**config.mk**
```make
export PLATFORM = sky130hd
export DESIGN_NAME = smx_front
export DESIGN_NICKNAME = d
export VERILOG_FILES = /design/src/rtl/smx_pkg.sv /design/src/rtl/smx_front.sv
export SDC_FILE = /design/constraint.sdc
export NUM_CORES = 1
export LEC_CHECK = 0
export BUFFER_PORTS_ARGS = -buffer_cell sky130_fd_sc_hd__buf_2
export CAP_MARGIN = 10
export CELL_PAD_IN_SITES_DETAIL_PLACEMENT = 1
export CELL_PAD_IN_SITES_GLOBAL_PLACEMENT = 2
export CORE_ASPECT_RATIO = 1.75
export CORE_MARGIN = 2
export CORE_UTILIZATION = 41
export CTS_CLUSTER_SIZE = 8
export DETAILED_ROUTE_END_ITERATION = 16
export GPL_ROUTABILITY_DRIVEN = 0
export MAX_ROUTING_LAYER = met4
export PLACE_DENSITY = 0.89
export SLEW_MARGIN = 20
export SYNTH_ARGS = -nofsm -noshare
export SYNTH_HDL_FRONTEND = slang
export SYNTH_SLANG_ARGS = --single-unit
export TNS_END_PERCENT = 50
```
**constraint.sdc**
```tcl
create_clock -name clk -period 15.6 [get_ports clk]
set_input_delay 0.78 -clock clk [delete_from_list [all_inputs] [get_ports clk]]
set_output_delay 0.78 -clock clk [all_outputs]
set_load 0.1 [all_outputs]
```
**src/rtl/smx_pkg.sv**
```systemverilog
// Shared types, opcodes and sizes of the stack machine execute unit.
`timescale 1ns / 1ps
package smx_pkg;

	localparam int OPERAND_DEPTH = 1024;
	localparam int LOCAL_DEPTH   = 1024;
	localparam int CALL_DEPTH    = 256;

	localparam int OP_AW   = $clog2(OPERAND_DEPTH);
	localparam int OP_CW   = OP_AW + 1;
	localparam int LOC_AW  = $clog2(LOCAL_DEPTH);
	localparam int LOC_CW  = LOC_AW + 1;
	localparam int CALL_AW = $clog2(CALL_DEPTH);
	localparam int CALL_CW = CALL_AW + 1;
	// wide enough for frame sums with a 16-bit slot or an 11-bit frame size
	localparam int LSUM_W  = ((LOC_CW > 16) ? LOC_CW : 16) + 1;

	typedef enum logic [4:0] {
		OP_NOOP  = 5'd0,
		OP_LDL   = 5'd1,
		OP_PUSH  = 5'd2,
		OP_LTI   = 5'd3,
		OP_LT    = 5'd4,
		OP_GT    = 5'd6,
		OP_EQ    = 5'd8,
		OP_NE    = 5'd9,
		OP_NOT   = 5'd10,
		OP_JMPF  = 5'd11,
		OP_RET   = 5'd12,
		OP_ADDI  = 5'd13,
		OP_ADD   = 5'd14,
		OP_SUBI  = 5'd15,
		OP_SUB   = 5'd16,
		OP_MUL   = 5'd18,
		OP_DIV   = 5'd20,
		OP_MOD   = 5'd22,
		OP_CALL  = 5'd23,
		OP_PRINT = 5'd24,
		OP_STR0  = 5'd25,
		OP_STR1  = 5'd26,
		OP_STR2  = 5'd27,
		OP_EXIT  = 5'd28
	} opcode_t;

	typedef enum logic [2:0] {
		ST_OK       = 3'd0,
		ST_UNKNOWN  = 3'd1,
		ST_UNDER    = 3'd2,
		ST_OVER     = 3'd3,
		ST_FRAME    = 3'd4,
		ST_DIVZERO  = 3'd5,
		ST_UNSUP    = 3'd6
	} status_t;

	typedef enum logic [3:0] {
		CL_NOOP, CL_PUSH, CL_BIN, CL_NOT, CL_JMPF, CL_RET, CL_CALL,
		CL_PRINT, CL_UNSUP, CL_EXIT, CL_UNKNOWN
	} cls_t;

	typedef enum logic [3:0] {
		AL_LT, AL_GT, AL_EQ, AL_NE, AL_ADD, AL_SUB, AL_MUL, AL_DIV, AL_MOD
	} alu_op_t;

	typedef enum logic [3:0] {
		BS_IDLE, BS_DEC, BS_LWAIT, BS_RB, BS_RA, BS_ALU, BS_R1, BS_LINK,
		BS_CPY, BS_CPYEND, BS_OUT
	} back_state_t;

	typedef enum logic [1:0] {
		AS_IDLE, AS_MUL, AS_DIV
	} alu_state_t;

	typedef struct packed {
		cls_t        cls;
		alu_op_t     aop;
		logic        use_local;
		logic        b_zero;
		logic [15:0] idx;
		logic [63:0] imm;
		logic [10:0] cfw;
		logic [7:0]  argc;
	} item_t;

	typedef struct packed {
		logic [15:0] nf;
		logic [15:0] np;
		logic        pv;
		logic [63:0] pval;
		logic        halted;
		status_t     st;
	} result_t;

	typedef struct packed {
		logic [15:0]       fn;
		logic [15:0]       pc;
		logic [LOC_CW-1:0] base;
	} link_t;

	typedef struct packed {
		logic    start;
		alu_op_t op;
	} alu_req_t;

endpackage

```
**src/rtl/smx_front.sv**
```systemverilog
// Front end: accepts instruction beats, classifies them, queues them for the back end.
`timescale 1ns / 1ps
module smx_front import smx_pkg::*; (
	input  logic        clk,
	input  logic        arst_n,
	input  logic        push,
	output logic        full,
	input  logic [4:0]  opcode,
	input  logic [15:0] index_field,
	input  logic [63:0] immediate,
	input  logic [10:0] callee_frame_words,
	input  logic [7:0]  callee_arg_count,
	input  logic        deq,
	output logic        head_valid,
	output item_t       head
);

	item_t      cls_item;
	item_t      fq_q [2];
	logic       wp_q, rp_q;
	logic [1:0] cnt_q;
	logic       enq;

	// classify the incoming opcode
	always_comb begin
		cls_item           = '0;
		cls_item.idx       = index_field;
		cls_item.imm       = immediate;
		cls_item.cfw       = callee_frame_words;
		cls_item.argc      = callee_arg_count;
		cls_item.cls       = CL_UNKNOWN;
		cls_item.aop       = AL_ADD;
		cls_item.use_local = 1'b0;
		cls_item.b_zero    = 1'b0;
		case (opcode_t'(opcode))
			OP_NOOP: cls_item.cls = CL_NOOP;
			OP_LDL: begin
				cls_item.cls       = CL_PUSH;
				cls_item.use_local = 1'b1;
				cls_item.b_zero    = 1'b1;
			end
			OP_PUSH: begin
				cls_item.cls    = CL_PUSH;
				cls_item.b_zero = 1'b1;
			end
			OP_LTI: begin
				cls_item.cls       = CL_PUSH;
				cls_item.use_local = 1'b1;
				cls_item.aop       = AL_LT;
			end
			OP_ADDI: begin
				cls_item.cls       = CL_PUSH;
				cls_item.use_local = 1'b1;
			end
			OP_SUBI: begin
				cls_item.cls       = CL_PUSH;
				cls_item.use_local = 1'b1;
				cls_item.aop       = AL_SUB;
			end
			OP_LT: begin
				cls_item.cls = CL_BIN;
				cls_item.aop = AL_LT;
			end
			OP_GT: begin
				cls_item.cls = CL_BIN;
				cls_item.aop = AL_GT;
			end
			OP_EQ: begin
				cls_item.cls = CL_BIN;
				cls_item.aop = AL_EQ;
			end
			OP_NE: begin
				cls_item.cls = CL_BIN;
				cls_item.aop = AL_NE;
			end
			OP_ADD: cls_item.cls = CL_BIN;
			OP_SUB: begin
				cls_item.cls = CL_BIN;
				cls_item.aop = AL_SUB;
			end
			OP_MUL: begin
				cls_item.cls = CL_BIN;
				cls_item.aop = AL_MUL;
			end
			OP_DIV: begin
				cls_item.cls = CL_BIN;
				cls_item.aop = AL_DIV;
			end
			OP_MOD: begin
				cls_item.cls = CL_BIN;
				cls_item.aop = AL_MOD;
			end
			OP_NOT:   cls_item.cls = CL_NOT;
			OP_JMPF:  cls_item.cls = CL_JMPF;
			OP_RET:   cls_item.cls = CL_RET;
			OP_CALL:  cls_item.cls = CL_CALL;
			OP_PRINT: cls_item.cls = CL_PRINT;
			OP_STR0, OP_STR1, OP_STR2: cls_item.cls = CL_UNSUP;
			OP_EXIT:  cls_item.cls = CL_EXIT;
			default:  cls_item.cls = CL_UNKNOWN;
		endcase
	end

	assign full       = (cnt_q == 2'd2);
	assign head_valid = (cnt_q != 2'd0);
	assign head       = fq_q[rp_q];
	assign enq        = push && !full;

	// two-entry queue toward the back end
	always_ff @(posedge clk or negedge arst_n) begin
		if (!arst_n) begin
			wp_q  <= 1'b0;
			rp_q  <= 1'b0;
			cnt_q <= 2'd0;
		end else begin
			if (enq) begin
				wp_q <= ~wp_q;
			end
			if (deq) begin
				rp_q <= ~rp_q;
			end
			cnt_q <= cnt_q + {1'b0, enq} - {1'b0, deq};
		end
	end

	always_ff @(posedge clk) begin
		if (enq) begin
			fq_q[wp_q] <= cls_item;
		end
	end

endmodule

```
==> results.cfg, run 1 <==
[flow_run]
cap_violations = 0

[critical_path]
critPathRequiredTime_ns = 14.82
crit_type = flop to output pin
start_kind = flop
setup.worst_path.end = head[45]
cp-end-kind = output pin
r2r_setup_slack_ns = 13.05
worst-r2r-cell-count = 5
worstReg2RegStart = cnt_q[0]
cp_max_fo = 63
path_cells = buf_4 -> mux2_1 -> buf_2
regToRegEndpoint = fq_q[0][98]
slowest_delay_ns = 0.89
arrival_ns = 2.96
crit_start = rp_q
critPathSlowestCell = dfrtp_4

[sta]
grt_setup_unrepaired = no
setup_viol = 0
post-route-period-util_pct = 23.95
hold_viol = 0
worstMarginPinSlew_ns = 0.8867
fmax_ghz = 0.2676
slew_headroom_pct = 40.89
drv_slew = 0
min_period_ns = 3.736
setup_tns_ns = 0
finClkSkew_ns = 0.02106

[grt]
grt_pass1_vias = 5142
grt_max_degree = 65
antenna_found_initial = 8
grt_pass1_wl_mm = 28.47
gr-usage-all-layers_pct = 17.78
grt_overflow = 0

[hold_path]
hold_class = input port to async pin

[floorplan]
die-area_sq_mm = 0.02151
core_area_sq_mm = 0.02012
fp.dieW_microns = 111.7
dieHeight_microns = 192.5
boundaryPins = 219
start_util_pct = 41.39
fp-row-count = 69

[placed_design]
portBuffers = 218
post-dp-hpwl_mm = 12.62

[clock_network]
cts_sinks = 222
clk_pin_slew_ns = 0.06
cts_root_buf = clkbuf_16
worstSkewPairLatency_ns = 0.53
ctsHoldBuffers = 0
cts_buffer_depth = 3
numCtsBuffers = 31
post_cts_resized = 0
htreeDepth = 1
cts_tree = yes
post_cts_buffers = 0

[synthesis]
syn_area_sq_mm = 0.008325
synth_edf_count = 218
ys_warn_count = 0
avgSynthCellArea_sq_um = 20.71
synth_cell_types = 37
synthFlopType = edfxtp_1
synth_area_leader_cell = edfxtp_1
yosysSeqAreaShare_pct = 79.83
yosys-top-cells-area = edfxtp_1 (79%), mux2_1 (14%), mux2_2 (1.2%)
synth_fp_nets = 512
async_flop_share_pct = 1.802
synthCells = 402
ys_seq_elements = 222
synth_top_area_share_pct = 78.63

[layout]
postLayoutCoreUtil_pct = 52.35
fin_nets = 749
final_layout_size_suffix_gt1_share_pct = 40.86
most-common-layout-cells = edfxtp_1 (218), buf_2 (218), mux2_1 (100), clkbuf_16 (31), clkbuf_1 (13)
area_growth_syn_to_layout_pct = 26.48

[status]
status = finished, final reports clean

[detailed_routing]
num_vias = 4549
remaining_drc_errors = 0
viasPerCell = 5.004
first_pass_iters = 6
first_iter_violations = 139
wl_per_cell_microns = 20.94
routed_wl_mm = 19.04
ant_nets = 0
-- routing by layer --
metal / track usage, % / up-vias / share of wire, %
li1: - / 2068 / -
met1: 17.82 / 2269 / 34
met2: 32.66 / 165 / 57
met3: 3.486 / 47 / 4.9
met4: 8.974 / 0 / 4.0
met5: - / - / 0
-- metrics by stage --
stage / setup slack, ns / std cells / hold slack (ns) / cell area, sq um
2_1_floorplan: 9.615 / 402 / 0.4604 / 8325
6_report: 11.86 / 909 / 0.04650 / 10530
3_5_place_dp: 12.34 / 854 / 0.4896 / 9677
4_1_cts: 11.76 / 899 / 0.01714 / 10510
3_3_place_gp: 12.39 / 854 / 0.4757 / 9677
5_1_grt: 11.68 / 907 / 0.02403 / 10530
-- worst min-delay path by stage --
stage | start | slack [ns] | to
detailed placement | cnt_q[1] | 0.49 | cnt_q[1]
global placement | cnt_q[1] | 0.48 | cnt_q[1]
global route | arst_n | 0.02 | cnt_q[0]
CTS | arst_n | 0.02 | cnt_q[0]
finish | arst_n | 0.05 | cnt_q[0]
floorplan | cnt_q[1] | 0.46 | cnt_q[1]
-- cell type report --
class | count | area (sq um)
clock buffer | 44 | 824.5
multi-input combinational | 159 | 1584
timing repair buffer | 222 | 1121
fill | 1904 | 9585
antenna | 10 | 25.02
clock inverter | 1 | 3.754
inverter | 3 | 11.26
sequential | 222 | 6650
tap | 248 | 310.3
-- sequential cells by signal, indices dropped and copies added, names as in the netlist --
name,cells
cnt_q,2
fq_q,218
rp_q,1
wp_q,1
-- cell families after synthesis --
logic type                 after synthesis  synth area share (%)
muxes                                  109                 14.74
adders and majority gates                2                0.3005
AOI/OAI and AO/OA                       16                 1.263
and+or+nand+nor                         26                 1.939
xor gates and xnor gates                 6                0.6312
DFF                                    222                 79.83
buffers and inverters                   21                 1.292
-- worst max-delay path, delay by kind of cell (launching register included) --
family   cells  cell delay, ns
flops        1            0.89
buf+inv      2            1.09
mux          1            0.40
-- cell usage after synthesis, drive strengths merged (2+ instances only) --
cell type    n
nand2        4
ha           2
nor3         2
a21oi        2
o21ai        5
nand3b       2
nor2b        3
buf         17
nand2b       3
dfrtp        4
xnor2        5
inv          3
a31oi        2
mux2       109
edfxtp     218
nor2         3
Power of run 1 is not shown: default switching activity piles up to over one toggle a cycle in this logic, so the estimate is an artifact.
==> inputs of run 2 (changes only) <==
- ABC_AREA: default -> 1
- CORE_UTILIZATION: 41 -> 34
- PLACE_DENSITY: 0.89 -> 0.8
- clock period: 15.6 -> 3.08 ns (I/O delays scaled with it)
==> results.cfg, run 2 <==
[flow_run]
cap_violations = 0

[synthesis]
yosysMostFrequentCell = edfxtp_1
synthFlopType = edfxtp_1
yosysSeqAreaShare_pct = 79.32
avgSynthCellArea_sq_um = 19.67
async_flop_share_pct = 1.802
yosys-top-cells-area = edfxtp_1 (78%), mux2_2 (15%), dfrtp_1 (1.2%)
synthCells = 426
synth_area_leader_cell = edfxtp_1
syn_area_sq_mm = 0.008379
synth_edf_count = 218
ys_warn_count = 0
synth_cell_types = 26
synth_top_area_share_pct = 78.12
ys_seq_elements = 222
synth_fp_nets = 536
yosys-top-cells-count = edfxtp_1 (218), mux2_2 (109), nand2_1 (15)

[placed_design]
portBuffers = 218
placed_area_sq_mm = 0.009907
post-dp-hpwl_mm = 13.21

[layout]
top_regs = fq_q x218, cnt_q x2
register_area_sq_mm = 0.006650
fin_nets = 883
design_area_sq_mm = 0.01173
largest_reg_flops = 218
area_growth_syn_to_layout_pct = 39.94
top_register = fq_q
most-common-layout-cells = edfxtp_1 (218), buf_2 (218), mux2_2 (109), dlygate4sd3_1 (103), clkbuf_16 (31)
final_layout_size_suffix_gt1_share_pct = 49.55
fill_cells = 2385
multi_input_area_sq_mm = 0.001628
n_antenna_cell = 0

[detailed_routing]
first_iter_violations = 193
ant_nets = 0
viasPerCell = 4.658
wl_per_cell_microns = 19.36
num_vias = 5054
remaining_drc_errors = 0
first_pass_iters = 4
routed_wl_mm = 21.00

[grt]
grt_overflow = 0
grt_pass1_vias = 5870
gr-usage-all-layers_pct = 16.38
grt_pass1_wl_mm = 30.95
grt_max_degree = 62
antenna_found_initial = 0

[clock_network]
numCtsBuffers = 31
clk_pin_slew_ns = 0.05
cts_buffer_depth = 3
post_cts_resized = 0
worstSkewPairLatency_ns = 0.54
cts_root_buf = clkbuf_16
cts_sinks = 222
htreeDepth = 1
cts_tree = yes

[sta]
setup_viol = 0
slew_headroom_pct = 39.54
post-route-period-util_pct = 73.36
grt_setup_unrepaired = no
fmax_ghz = 0.4426
drv_slew = 0
hold_viol = 0
finClkSkew_ns = 0.007545
worstMarginPinSlew_ns = 0.8974
min_period_ns = 2.259

[hold_path]
hold_class = input port to flop

[critical_path]
critPathRequiredTime_ns = 2.93
cp_max_fo = 61
crit_type = flop to output pin
arrival_ns = 2.11
cp-end-kind = output pin
start_kind = flop

[status]
status = finished, final reports clean

[floorplan]
start_util_pct = 34.29
fp-row-count = 76
boundaryPins = 219
fp.dieW_microns = 122.7
dieHeight_microns = 211.7
core_area_sq_mm = 0.02444
die-area_sq_mm = 0.02597
==> run 2: worst paths after layout <==
path | start | to | slack [ns] | cells past startpoint
min in group asynchronous | arst_n | cnt_q[1] | 0.52 | 3
hold reg to reg | cnt_q[0] | cnt_q[0] | 0.54 | 1
max in group asynchronous | arst_n | rp_q | 2.36 | 3
setup / recovery | rp_q | head[81] | 0.82 | 3
hold / removal | opcode[1] | fq_q[1][104] | 0.16 | 3
setup reg to reg | cnt_q[0] | cnt_q[1] | 1.01 | 6
==> run 2: cell type report <==
class                      instances  share of cell area [%]
tap                              312                   3.329
inverter                          14                  0.4481
multi-input combinational        177                   13.88
sequential                       222                   56.71
clock buffer                      31                   6.615
timing repair buffer             327                   18.91
clock inverter                     2                  0.1067
==> run 2: layer usage <==
| metal | track usage, % | part of all wire (%) | vias to the layer above |
|---|---|---|---|
| li1 | - | - | 2325 |
| met1 | 13.81 | 30 | 2484 |
| met2 | 32.41 | 60 | 184 |
| met3 | 2.398 | 4.4 | 61 |
| met4 | 9.275 | 5.5 | 0 |
| met5 | - | 0 | - |
==> run 2: critical path, cell delays in order, from the launching register on <==
cell and delay, ns:
dfrtp_4 0.49, buf_12 0.31, mux2_2 0.41, buf_2 0.30
==> run 2: per-stage QoR <==
step / hold WS, ns / instances / util, % / TNS, ns / setup slack (ns)
4_1_cts: 0.1255 / 1085 / 47.98 / 0 / 0.7755
3_3_place_gp: -0.03604 / 949 / 40.54 / 0 / 1.025
6_report: 0.1556 / 1085 / 47.98 / 0 / 0.8205
3_5_place_dp: -0.03450 / 949 / 40.54 / 0 / 0.9955
5_1_grt: 0.1706 / 1085 / 47.98 / 0 / 0.7257
2_1_floorplan: -0.1416 / 426 / - / -190.57 / -0.8743
==> run 2: kinds of logic (layout without fill, tap and decap cells) <==
family                   after synthesis  after routing  share of synthesized area, %
flip-flops                           222            222                         79.32
multiplexers                         109            109                         14.65
buffers and inverters                 27            374                         1.434
AO/OA/AOI/OAI                          5              5                        0.3433
adder cells (fa/ha/maj)                2              2                        0.2986
XOR/XNOR                               4              4                        0.4182
AND/OR/NAND/NOR                       57             57                         3.539
==> run 2: timing repair <==
action / in CTS / in global routing
hold buffers: 103 / 0
buffers inserted: 0 / 0
endpoints found under the hold margin: 205 / 0
Power of run 2 is left out for the same reason.
